`src/rtl/core/delta_sequence_match_finder_unit_assert.svh`:
```
// Assertion macros shared by the delta sequence match finder RTL.
`ifndef DELTA_SEQUENCE_MATCH_FINDER_UNIT_ASSERT_SVH
`define DELTA_SEQUENCE_MATCH_FINDER_UNIT_ASSERT_SVH

// Same-cycle implication, sampled on clk_i, off while rst_ni is low.
`define DSMF_ASSERT_NOW(label, ante, cons, msg) \
  label: assert property (@(posedge clk_i) disable iff (!rst_ni) (ante) |-> (cons)) \
    else $error(msg);

// Next-cycle implication, sampled on clk_i, off while rst_ni is low.
`define DSMF_ASSERT_NEXT(label, ante, cons, msg) \
  label: assert property (@(posedge clk_i) disable iff (!rst_ni) (ante) |=> (cons)) \
    else $error(msg);

`endif

```
`src/rtl/core/dsmf_pkg.sv`:
```
// Shared types, constants and helpers of the delta sequence match finder.
`timescale 1ns / 1ps
package dsmf_pkg;

  // Number of back-distances checked per query.
  localparam int unsigned NUM_DIST = 4;

  // Accepted delta window: 0xC0..0xFF (negative) and 0x01..0x40 (positive).
  localparam logic [7:0] DELTA_NEG_LIMIT = 8'hC0;
  localparam logic [7:0] DELTA_POS_LIMIT = 8'h40;

  // Largest run length the 10-bit result field can carry.
  localparam int unsigned RUN_FIELD_MAX = 1023;
  localparam int unsigned RUN_FIELD_W   = 10;

  // Operation codes carried on the input tuser.
  localparam logic OP_WRITE = 1'b0;
  localparam logic OP_QUERY = 1'b1;

  // Sequencer commands to the lane datapath.
  typedef struct packed {
    logic                shift;  // a fetched byte arrives: push it into the window
    logic                seed;   // the arriving byte is the query byte
    logic                step;   // the arriving byte extends the runs
    logic [NUM_DIST-1:0] en;     // distance lies within the position
  } lane_ctrl_t;

  // Delta is nonzero and inside the accepted window.
  function automatic logic delta_ok(input logic [7:0] d);
    delta_ok = (d != 8'h00) && ((d >= DELTA_NEG_LIMIT) || (d <= DELTA_POS_LIMIT));
  endfunction

endpackage

```
`src/rtl/core/dsmf_delta_lanes.sv`:
```
// Byte window and the four distance lanes: delta capture and run counting.
`timescale 1ns / 1ps
module dsmf_delta_lanes #(
  parameter int unsigned RUN_W = 10
) (
  input  logic                                 clk_i,
  input  logic                                 rst_ni,
  input  dsmf_pkg::lane_ctrl_t                 ctrl_i,
  input  logic [7:0]                           data_i,
  output logic [dsmf_pkg::NUM_DIST-1:0]        act_o,
  output logic [dsmf_pkg::NUM_DIST-1:0][7:0]   delta_o,
  output logic [dsmf_pkg::NUM_DIST-1:0][RUN_W-1:0] run_o
);

  localparam int unsigned ND = dsmf_pkg::NUM_DIST;

  // win_q[j] holds the byte j+1 places before the arriving one
  logic [ND-1:0][7:0]       win_q, win_d;
  logic [ND-1:0][7:0]       delta_q, delta_d;
  logic [ND-1:0][RUN_W-1:0] run_q, run_d;
  logic [ND-1:0]            act_q, act_d;
  logic [ND-1:0][7:0]       diff;
  logic [ND-1:0]            match;

  // Compare the arriving byte against every distance at once
  always_comb begin
    win_d   = win_q;
    delta_d = delta_q;
    run_d   = run_q;
    act_d   = act_q;
    for (int j = 0; j < ND; j++) begin
      diff[j]  = data_i - win_q[j];
      match[j] = (data_i == 8'(win_q[j] + delta_q[j]));
    end
    if (ctrl_i.shift) begin
      win_d[0] = data_i;
      for (int j = 1; j < ND; j++) begin
        win_d[j] = win_q[j-1];
      end
    end
    if (ctrl_i.seed) begin
      for (int j = 0; j < ND; j++) begin
        delta_d[j] = diff[j];
        act_d[j]   = ctrl_i.en[j] && dsmf_pkg::delta_ok(diff[j]);
        run_d[j]   = act_d[j] ? RUN_W'(1) : '0;
      end
    end else if (ctrl_i.step) begin
      for (int j = 0; j < ND; j++) begin
        if (act_q[j]) begin
          if (match[j]) begin
            run_d[j] = run_q[j] + RUN_W'(1);
          end else begin
            act_d[j] = 1'b0;
          end
        end
      end
    end
  end

  // Hold lane activity
  always_ff @(posedge clk_i or negedge rst_ni) begin
    if (!rst_ni) begin
      act_q <= '0;
    end else begin
      act_q <= act_d;
    end
  end

  // Hold window, deltas and run counts
  always_ff @(posedge clk_i) begin
    win_q   <= win_d;
    delta_q <= delta_d;
    run_q   <= run_d;
  end

  assign act_o   = act_q;
  assign delta_o = delta_q;
  assign run_o   = run_q;

endmodule

```
`config.mk`:
```
export PLATFORM = sky130hd
export DESIGN_NAME = dsmf_delta_lanes
export DESIGN_NICKNAME = d
export VERILOG_FILES = /design/src/rtl/core/delta_sequence_match_finder_unit_assert.svh /design/src/rtl/core/dsmf_pkg.sv /design/src/rtl/core/dsmf_delta_lanes.sv
export SDC_FILE = /design/constraint.sdc
export NUM_CORES = 1
export LEC_CHECK = 0
export ABC_AREA = 1
export BUFFER_PORTS_ARGS = -buffer_cell sky130_fd_sc_hd__buf_2
export CAP_MARGIN = 5
export CORE_MARGIN = 2
export CORE_UTILIZATION = 49
export CTS_BUF_LIST = sky130_fd_sc_hd__clkbuf_4
export DETAILED_ROUTE_END_ITERATION = 10
export GPL_TIMING_DRIVEN = 0
export PLACE_DENSITY = 0.69
export SYNTH_ARGS = -nofsm -noshare
export SYNTH_HDL_FRONTEND = slang
export SYNTH_SLANG_ARGS = --single-unit
```
`constraint.sdc`:
```
create_clock -name clk_i -period 5 [get_ports clk_i]
set_input_delay 0.75 -clock clk_i [delete_from_list [all_inputs] [get_ports clk_i]]
set_output_delay 0.75 -clock clk_i [all_outputs]
set_load 0.05 [all_outputs]
```
==> impl_metrics.csv, run 1 <==
group,metric,value,unit
timing,slew_headroom,0.3536,
timing,clock_skew,18.37,ps
clock_tree,clkSinkCount,108,
critical_path,cp-start-kind,"register",
grt,first_global_vias,5937,
finish,antenna_cells,0,
detailed_routing,wirelength,16.93,mm
yosys,syn_nets,1018,
yosys,postSynthAreaPerCell,8.150,sq um
floorplan,fp.dieH,128.6,microns
critical_path,arrival,2780,ps
status,status,"completed",
pwr,p_clk_frac,0.168,
min_path,min_path_cells,1,
critical_path,worst-path-max-fanout,10,
timing,fin_tns_setup,0,ps
placement,place.port_buffers,92,
min_path,hp-class,"in2reg",
clock_tree,cts-root-buf,"clkbuf_4",
clock_tree,cts_tree,"yes",
job,drv_cap,0,
grt,grt_use_total,0.2133,
pwr,powerDensity,298.3,nW/um^2
clock_tree,cts_setup_buffers,0,
yosys,synth_cells,933,
yosys,ys_ff_latch,108,
floorplan,io_pins,93,
finish,final_nets,1122,
pwr,ir_worst_vdd,0.1426,mV
detailed_routing,maxUsedRoutingLayer,"met4",
detailed_routing,wl_per_cell,13.76,microns
pwr,seqPwrFrac,0.461,
grt,antenna_found_initial,0,
finish,drive_gt1_frac,0.1305,
critical_path,crit_path_end_kind,"register",
placement,dp_hpwl,13.24,mm
detailed_routing,drc_errors,0,
timing,slew_viol_final,0,
grt,overflow,0,
detailed_routing,drtPass1Iterations,5,
critical_path,reg2reg_depth,11,
timing,fmaxAchievable,385.5,MHz
critical_path,critPathRequiredTime,5190,ps
detailed_routing,drtIter0Drc,318,
timing,fin_crit,2594,ps
finish,synthToLayoutAreaGrowth,10.81,%
floorplan,rows,45,
detailed_routing,dr_wl_met3,713,microns
clock_tree,numCtsBuffers,9,
detailed_routing,dr_wl_met2,8.315,mm
detailed_routing,viasPerCell,5.127,
detailed_routing,via_count,6306,
floorplan,initial_core_util,0.5002,
floorplan,die-area,16530,sq um
pwr,power,2.513,mW
clock_tree,clockBufferDepth,2,
yosys,ys_types,40,
clock_tree,h-tree-depth,3,
timing,setup_viol,0,
detailed_routing,detail-route-antenna-nets,0,
yosys,ys_warn_count,0,
timing,rsz0062_at_grt,"false",
clock_tree,cts_resized,0,
timing,hold_viol_final,0,
timing,worst_pin_slew,969.6,ps
timing,hold_ws,436.4,ps
clock_tree,path_clk_slew,170,ps
finish,final_util,0.5542,
yosys,syn_area,7604,sq um
timing,period_share,0.5188,
yosys,seq_area_frac_synth,0.4239,
floorplan,core_area,15200,sq um
grt,grt_max_degree,37,
pwr,p_comb_frac,0.371,
pwr,p_leak,4.317,nW
pwr,switching_share,0.4073,
critical_path,path_class,"reg2reg",
grt,grt_pass1_wl,27.61,mm
pwr,power.switching,1.024,mW
clock_tree,clk-insertion-delay-late,510,ps
floorplan,die_x,128.6,microns
placement,place.gp.congestion,0.8706,
pwr,p_int,1.489,mW
detailed_routing,wl_met1,7.592,mm
[timing repair]
item,CTS,global route
hold endpoints to repair,4,0
hold buffers,1,0
setup endpoints to repair,0,0
[path summary, 6_finish.rpt]
path,start,end,slack [ps]
max reg2reg,win_q[24],run_o[36],2410
max,win_q[24],run_o[36],2410
max in group asynchronous,rst_ni,act_o[1],4270
min in group asynchronous,rst_ni,act_o[3],580
min reg2reg,win_q[7],win_q[15],500
min,data_i[7],win_q[7],440
[kinds of logic after synthesis]
logic type	after synthesis	synth area share
and+or+nand+nor	457	0.2648
buffers and inverters	181	0.09083
DFF	108	0.4239
AOI/OAI and AO/OA	89	0.06516
adders and majority gates	68	0.1198
xor gates and xnor gates	30	0.03555
[power groups by stage]
| stage | clock, mW | combinational (mW) | sequential [mW] |
|---|---|---|---|
| after floorplan | 0 | 0.526 | 1.37 |
| after global placement | 0 | 0.915 | 1.18 |
| after detailed placement | 0 | 0.933 | 1.18 |
| after CTS | 0.436 | 0.936 | 1.16 |
| after global routing | 0.464 | 1.06 | 1.17 |
| final | 0.423 | 0.933 | 1.16 |
[per-layer routing]
metal,track usage,vias up
met1,0.2815,2902
met4,0.07289,0
li1,-,3264
met5,0,-
met3,0.03326,25
met2,0.3605,115
[registers in the layout, summed over array words and instances, names as in the netlist]
name     cells
run_o       40
delta_o     32
win_q       32
act_o        4
[cell usage in the layout (no fill, tap or decap), types with 9 or more instances in the layout]
cell type / count
ha_1: 60
clkbuf_4: 9
nand2_1: 261
or2_1: 9
edfxtp_1: 104
nor2_1: 58
nand4_1: 21
xor2_1: 21
a21oi_1: 51
nand3_1: 76
buf_2: 95
inv_1: 166
o21ai_0: 17
[critical path: stages, from the launching register on]
cell and delay (ps):
edfxtp_1 390, ha_1 210, inv_1 60, fa_1 510
nor2_1 50, nor2_1 80, nand3_1 100, nor2_1 150
nand3_1 80, nor2_1 130, nand3_1 140, nand2_1 370
[area by class of cell]
cell class | count | area, sq um
Buffer | 8 | 41.29
Clock buffer | 9 | 67.56
Clock inverter | 7 | 48.80
Fill cell | 1431 | 6777
Inverter | 173 | 649.4
Multi-Input combinational cell | 644 | 3690
Sequential cell | 108 | 3223
Tap cell | 188 | 235.2
Timing Repair Buffer | 93 | 470.5
[stage by stage]
stage | cells | area, sq um | worst slack, ps
6_report | 1230 | 8426 | 2406
3_3_place_gp | 1213 | 8299 | 1894
4_1_cts | 1230 | 8426 | 2374
2_1_floorplan | 933 | 7604 | 2436
3_5_place_dp | 1213 | 8299 | 1856
5_1_grt | 1230 | 8426 | 2175
[synthesized netlist by cell type]
library cell	instances	area share
fa_1	8	0.021
a31oi_1	3	0.0025
nor2_1	58	0.029
nor3b_2	2	0.0033
inv_1	166	0.082
edfxtp_1	104	0.41
a21oi_1	51	0.034
o21ai_1	1	0.00066
a21boi_0	1	0.00099
xor2_1	21	0.024
or2_2	3	0.0025
nor3b_1	2	0.0020
nand2_2	2	0.0016
xnor2_2	1	0.0021
clkinv_1	1	0.00049
nand3_2	2	0.0026
and3_1	3	0.0025
o21a_1	6	0.0059
or2_1	9	0.0074
a21oi_2	2	0.0023
buf_1	1	0.00049
inv_2	6	0.0030
nand2_1	261	0.13
buf_6	1	0.0015
nor3_1	6	0.0039
o21ai_0	17	0.011
nand4_1	21	0.017
nand3b_1	6	0.0059
clkbuf_1	3	0.0015
xnor2_1	8	0.0092
nand3_1	76	0.050
o31ai_1	1	0.00099
nor4_2	1	0.0016
dfrtp_1	4	0.013
nor3_2	5	0.0066
o21ai_2	1	0.0012
ha_1	60	0.099
a21o_1	5	0.0049
buf_2	3	0.0020
o211ai_1	1	0.00099
Note: power is estimated with default switching activity, not from simulation.
==> run 2, diff against run 1 <==
--- a/config.mk
+++ b/config.mk
@@ -5,7 +5,7 @@
 export SDC_FILE = /design/constraint.sdc
 export NUM_CORES = 1
 export LEC_CHECK = 0
-export ABC_AREA = 1
+export ABC_AREA = 0
 export BUFFER_PORTS_ARGS = -buffer_cell sky130_fd_sc_hd__buf_2
 export CAP_MARGIN = 5
 export CORE_MARGIN = 2
==> constraint.sdc (replaced) <==
create_clock -name clk_i -period 2.7 [get_ports clk_i]
set_input_delay 0.405 -clock clk_i [delete_from_list [all_inputs] [get_ports clk_i]]
set_output_delay 0.405 -clock clk_i [all_outputs]
set_load 0.05 [all_outputs]
==> run 2 against run 1 <==
Combinational power up 110%. Global-route usage grew 0.89 points. Design area fell by 1.6%. Critical endpoint is now run_o[22]. First-iteration DRC count down 18%. Maximum frequency increased by 0.56%. Critical path depth is 3 lower. Critical path type unchanged. Clock skew grew 1.5 ps. Hold slack worse by 350 ps. Largest power group unchanged. Clock power rose by 120%. Die area down 4.0%.
==> impl_metrics.csv, run 2 <==
group,metric,value,unit
pwr,power,5.084,mW
floorplan,rows,44,
timing,period_share,0.9554,
yosys,ys_ff_latch,108,
critical_path,regToRegStartpoint,"win_q[16]",
clock_tree,numCtsBuffers,9,
yosys,yosysMostFrequentCell,"edfxtp_1",
detailed_routing,via_count,5662,
detailed_routing,drtIter0Drc,261,
critical_path,path_buf_inv,1,
clock_tree,path_clk_slew,170,ps
grt,grt_max_degree,36,
finish,antenna_cells,0,
timing,worst_pin_slew,919.5,ps
grt,first_global_vias,5823,
job,drv_cap,0,
timing,slew_viol_final,0,
detailed_routing,wirelength,17.30,mm
detailed_routing,wl_per_cell,17.56,microns
grt,grt_pass1_wl,28.18,mm
finish,mostFrequentLayoutCell,"edfxtp_1",
clock_tree,clk-insertion-delay-late,520,ps
yosys,syn_area,7287,sq um
floorplan,die_x,126.0,microns
yosys,yosysTopAreaCell,"edfxtp_1",
timing,fmaxAchievable,387.7,MHz
critical_path,critPathRequiredTime,2940,ps
yosys,ys_types,50,
yosys,netlist_top_cells_area,"edfxtp_1 (43%), ha_1 (10%), xnor2_1 (5.8%), xor2_1 (5.8%), inv_1 (3.3%)",
detailed_routing,viasPerCell,5.748,
clock_tree,clkSinkCount,108,
placement,place.gp.congestion,0.8980,
grt,overflow,0,
clock_tree,cts-root-buf,"clkbuf_4",
yosys,synth-edff-count,104,
yosys,synth-async-reset-ratio,0.03704,
critical_path,cp_top_family,"adder cells",
yosys,postSynthAreaPerCell,10.56,sq um
pwr,ir_worst_vdd,0.2971,mV
critical_path,cp-start-kind,"register",
finish,synthToLayoutAreaGrowth,13.77,%
yosys,synth_top_area_share,0.4286,
pwr,p_leak,3.338,nW
critical_path,crit_path_end_kind,"register",
finish,final_util,0.5704,
finish,drive_gt1_frac,0.1698,
floorplan,io_pins,93,
pwr,p_clk_frac,0.180,
floorplan,die-area,15860,sq um
critical_path,cp_slowest_cell,"edfxtp_1",
pwr,seqPwrFrac,0.430,
timing,rsz0062_at_grt,"false",
floorplan,fp.dieH,126.0,microns
finish,num-fill-cells,1269,
min_path,hp-class,"in2reg",
yosys,syn_nets,775,
pwr,p_int,3.022,mW
clock_tree,clockBufferDepth,2,
timing,hold_viol_final,0,
floorplan,initial_core_util,0.5014,
clock_tree,h-tree-depth,3,
status,status,"completed",
finish,largest_register_ffs,40,
yosys,seq_area_frac_synth,0.4423,
critical_path,cpPeakStageDelay,470,ps
min_path,worstHoldStart,"data_i[0]",
finish,final_nets,881,
timing,clock_skew,19.85,ps
critical_path,crit_start,"win_q[16]",
yosys,synth-main-ff-cell,"edfxtp_1",
grt,antenna_found_initial,1,
detailed_routing,drc_errors,0,
pwr,powerDensity,613.2,nW/um^2
pwr,p_comb_frac,0.390,
pwr,power.switching,2.062,mW
pwr,switching_share,0.4056,
detailed_routing,detail-route-antenna-nets,0,
critical_path,worst-path-max-fanout,5,
critical_path,arrival,2820,ps
yosys,synth_cells,690,
clock_tree,cts_tree,"yes",
grt,grt_use_total,0.2222,
placement,place.port_buffers,92,
timing,fin_crit,2580,ps
yosys,synthTopCellsByCount,"edfxtp_1 (104), inv_1 (64), nor2_1 (62), ha_1 (60)",
floorplan,core_area,14530,sq um
timing,setup_viol,0,
critical_path,path_class,"reg2reg",
critical_path,worstPathCellList,"ha_1, inv_1, fa_1, xor2_1, nand3_1, nor3_1, nor4bb_4, a41o_2",
finish,final_cell_mix,"edfxtp_1 (104), buf_2 (92), inv_1 (63)",
placement,dp_hpwl,13.21,mm
detailed_routing,drtPass1Iterations,4,
timing,slew_headroom,0.3870,
yosys,ys_warn_count,0,
## run 2: cell count changes after synthesis, sizes merged, moves of 15 or more
cell	delta
inv	-108
nand3	-41
xnor2	+39
nand4	-19
nor2b	+15
nand2	-240
a21oi	-23
xor2	+27
## run 2: area by class of cell
class                      count  area [sq um]  share of cell area
multi-input combinational    510          3935              0.4746
sequential                   108          3223              0.3888
timing repair buffer          94         478.0             0.05765
inverter                      64         240.2             0.02898
tap                          184         230.2             0.02777
clock inverter                 7         82.58            0.009961
clock buffer                   9         67.56            0.008150
buffer                         9         33.78            0.004075
## run 2: power groups by stage
stage               sequential, mW  clock [mW]  combinational [mW]
detailed placement            2.22           0                1.89
finish                        2.19       0.914                1.98
CTS                           2.19       0.925                1.94
global placement              2.22           0                1.81
global route                  2.20       0.980                2.17
floorplan                     2.61           0                1.05
## run 2: final timing paths
kind	slack, ps	cells after the start	end
max in group asynchronous	2310	2	act_o[3]
min reg2reg	500	0	win_q[15]
min	80	1	win_q[0]
max	120	8	run_o[22]
min in group asynchronous	240	2	act_o[1]
max reg2reg	120	8	run_o[22]
## run 2: what timing repair did
item,CTS,global route
resized for setup,8,14
hold buffers,1,0
cloned,1,0
pin swaps,1,4
setup buffers,0,1
hold endpoints to repair,4,0
endpoints found under the setup margin,43,47
## run 2: layer usage
layer | GRT usage | routed length, microns | share of wire | vias to the layer above
met5 | 0 | 12 | 0.00069 | -
met4 | 0.09114 | 454 | 0.026 | 2
met3 | 0.03271 | 824 | 0.048 | 41
met2 | 0.3909 | 8601 | 0.50 | 147
met1 | 0.2738 | 7401 | 0.43 | 2735
li1 | - | - | - | 2737
## run 2: cells by family (layout without fill, tap and decap cells)
logic type / count (synthesis) / after routing / synth area share
AOI/OAI and AO/OA: 130 / 131 / 0.1226
buffers and inverters: 73 / 183 / 0.03760
DFF: 108 / 108 / 0.4423
adders and majority gates: 68 / 68 / 0.1250
xor gates and xnor gates: 96 / 96 / 0.1154
and+or+nand+nor: 215 / 215 / 0.1571
## run 2: per-stage QoR
step	area [sq um]	hold WS (ps)	setup WS, ps	instances	setup TNS (ps)
4_1_cts	8203	60.45	2.666	984	0
5_1_grt	8290	61.98	1.369	985	0
2_1_floorplan	7289	109.4	28.48	690	0
3_3_place_gp	7980	231.1	-572.6	966	-6252
6_report	8290	83.42	120.5	985	0
3_5_place_dp	7980	231.3	-647.4	966	-10140
==> run 3, diff against run 2 <==
--- a/config.mk
+++ b/config.mk
@@ -8,12 +8,14 @@
 export ABC_AREA = 0
 export BUFFER_PORTS_ARGS = -buffer_cell sky130_fd_sc_hd__buf_2
 export CAP_MARGIN = 5
+export CELL_PAD_IN_SITES_DETAIL_PLACEMENT = 0
+export CELL_PAD_IN_SITES_GLOBAL_PLACEMENT = 1
 export CORE_MARGIN = 2
-export CORE_UTILIZATION = 49
+export CORE_UTILIZATION = 48
 export CTS_BUF_LIST = sky130_fd_sc_hd__clkbuf_4
 export DETAILED_ROUTE_END_ITERATION = 10
 export GPL_TIMING_DRIVEN = 0
-export PLACE_DENSITY = 0.69
+export PLACE_DENSITY_LB_ADDON = 0.1
 export SYNTH_ARGS = -nofsm -noshare
 export SYNTH_HDL_FRONTEND = slang
 export SYNTH_SLANG_ARGS = --single-unit
==> run 3 against run 2 <==
Hold slack improved by 2.6 ps. Clock skew barely moved. Critical path depth did not move. Critical endpoint is now run_o[9]. Die area rose by 2.0%. Global-route usage barely moved. Worst setup slack improved by 14 ps. Power fell by 0.55%. Highest routed layer is now met4. Final cell count rose by 0.61%. First-iteration DRC count rose by 29%. Clock power fell by 3.1%. Clock-buffer cell count did not move. Routed wire length rose by 4.8%.
==> impl_metrics.csv, run 3 (synthesized netlist as in run 2, its figures left out) <==
group,metric,value,unit
pwr,ir_worst_vdd,0.2262,mV
critical_path,arrival,2770,ps
finish,largest_register_ffs,40,
critical_path,crit_path_end_kind,"register",
pwr,power,5.056,mW
pwr,p_leak,3.333,nW
finish,num-fill-cells,1365,
critical_path,path_class,"reg2reg",
floorplan,die_x,127.2,microns
job,drv_cap,0,
placement,place.port_buffers,92,
detailed_routing,viasPerCell,5.705,
clock_tree,numCtsBuffers,9,
grt,antenna_found_initial,1,
critical_path,worst-path-max-fanout,5,
clock_tree,clkSinkCount,108,
clock_tree,clk-insertion-delay-late,490,ps
floorplan,die-area,16180,sq um
critical_path,cp_top_family,"simple AND/OR/NAND/NOR gates",
floorplan,io_pins,93,
floorplan,core_area,15030,sq um
min_path,hp-class,"in2reg",
finish,final_nets,882,
grt,grt_pass1_wl,27.70,mm
finish,drive_gt1_frac,0.1771,
grt,overflow,0,
status,status,"completed",
timing,slew_headroom,0.4014,
grt,grt_max_degree,36,
timing,fin_crit,2566,ps
timing,period_share,0.9502,
timing,clock_skew,19.86,ps
timing,hold_viol_final,0,
finish,mostFrequentLayoutCell,"edfxtp_1",
critical_path,cp_slowest_cell,"edfxtp_1",
placement,place.gp.congestion,0.8629,
grt,first_global_vias,5335,
timing,fmaxAchievable,389.8,MHz
floorplan,fp.dieH,127.2,microns
critical_path,worstPathCellList,"ha_1, inv_1, fa_1, nor2b_1, o21ai_0, nand3_1, nor4bb_4, a41o_1",
clock_tree,path_clk_slew,180,ps
timing,worst_pin_slew,897.9,ps
clock_tree,clockBufferDepth,2,
detailed_routing,drtPass1Iterations,5,
clock_tree,cts-root-buf,"clkbuf_4",
floorplan,initial_core_util,0.4847,
critical_path,critPathRequiredTime,2900,ps
critical_path,cpPeakStageDelay,430,ps
clock_tree,cts_tree,"yes",
finish,final_util,0.5536,
timing,setup_viol,0,
finish,synthToLayoutAreaGrowth,14.20,%
critical_path,crit_start,"win_q[0]",
pwr,powerDensity,607.5,nW/um^2
detailed_routing,wirelength,18.13,mm
critical_path,cp-start-kind,"register",
detailed_routing,drtIter0Drc,336,
detailed_routing,detail-route-antenna-nets,0,
critical_path,regToRegStartpoint,"win_q[0]",
floorplan,rows,45,
clock_tree,h-tree-depth,3,
finish,final_cell_mix,"edfxtp_1 (104), buf_2 (93), inv_1 (63)",
min_path,worstHoldStart,"data_i[0]",
grt,grt_use_total,0.2220,
detailed_routing,wl_per_cell,18.29,microns
detailed_routing,drc_errors,0,
critical_path,path_buf_inv,1,
placement,dp_hpwl,13.45,mm
detailed_routing,via_count,5654,
timing,slew_viol_final,0,
## run 3: metal layers
| layer | routed length [microns] | GRT usage | part of all wire |
|---|---|---|---|
| met3 | 777 | 0.02554 | 0.043 |
| met1 | 8363 | 0.3005 | 0.46 |
| met5 | 0 | 0 | 0 |
| met4 | 427 | 0.08209 | 0.024 |
| met2 | 8556 | 0.3703 | 0.47 |
## run 3: power breakdown
part / switching (mW) / internal [mW]
logic: 1.31 / 0.676
clock network: 0.591 / 0.295
registers: 0.139 / 2.05
total: 2.04 / 3.02
## run 3: repair_timing
item	CTS	global route
setup endpoints to repair	46	46
resized for setup	8	18
setup buffers	1	1
gates cloned	0	1
endpoints found under the hold margin	4	0
hold buffers	1	0
pin swaps	2	4
## run 3: final timing paths
path	end	slack (ps)	cells after the start
hold reg to reg	win_q[23]	490	0
max in group asynchronous	act_o[0]	2250	2
setup / recovery	run_o[9]	130	8
setup reg to reg	run_o[9]	130	8
min in group asynchronous	act_o[2]	260	2
hold / removal	win_q[0]	90	1
## run 3: area by class of cell
class | instances | area [sq um] | area share
flip-flops and latches | 108 | 3223 | 0.3873
diodes | 1 | 2.502 | 0.0003007
clock buffers | 9 | 67.56 | 0.008119
inverters | 64 | 244.0 | 0.02932
plain buffers | 9 | 35.03 | 0.004210
repair buffers | 95 | 498.0 | 0.05984
multi-input cells | 510 | 3935 | 0.4729
well taps | 188 | 235.2 | 0.02827
clock inverters | 7 | 81.33 | 0.009773
## run 3: worst register-to-register path, cell delays in order, from the launching register on
cell and delay [ps]:
edfxtp_1 430, ha_1 190, inv_1 60, fa_1 400, nor2b_1 170, o21ai_0 130, nand3_1 110, nor4bb_4 400
a41o_1 380
## run 3: through the flow
stage               setup TNS, ps  std cells  hold WS [ps]  cell area, sq um  setup WS [ps]
detailed placement         -12360        970         261.4              7985         -696.9
floorplan                       0        690         109.4              7289          28.48
CTS                             0        988         52.08              8204         0.4750
global route               -26.94        991         55.43              8322         -24.66
finish                          0        991         85.97              8322          134.4
global placement            -9439        970         257.4              7985         -696.5
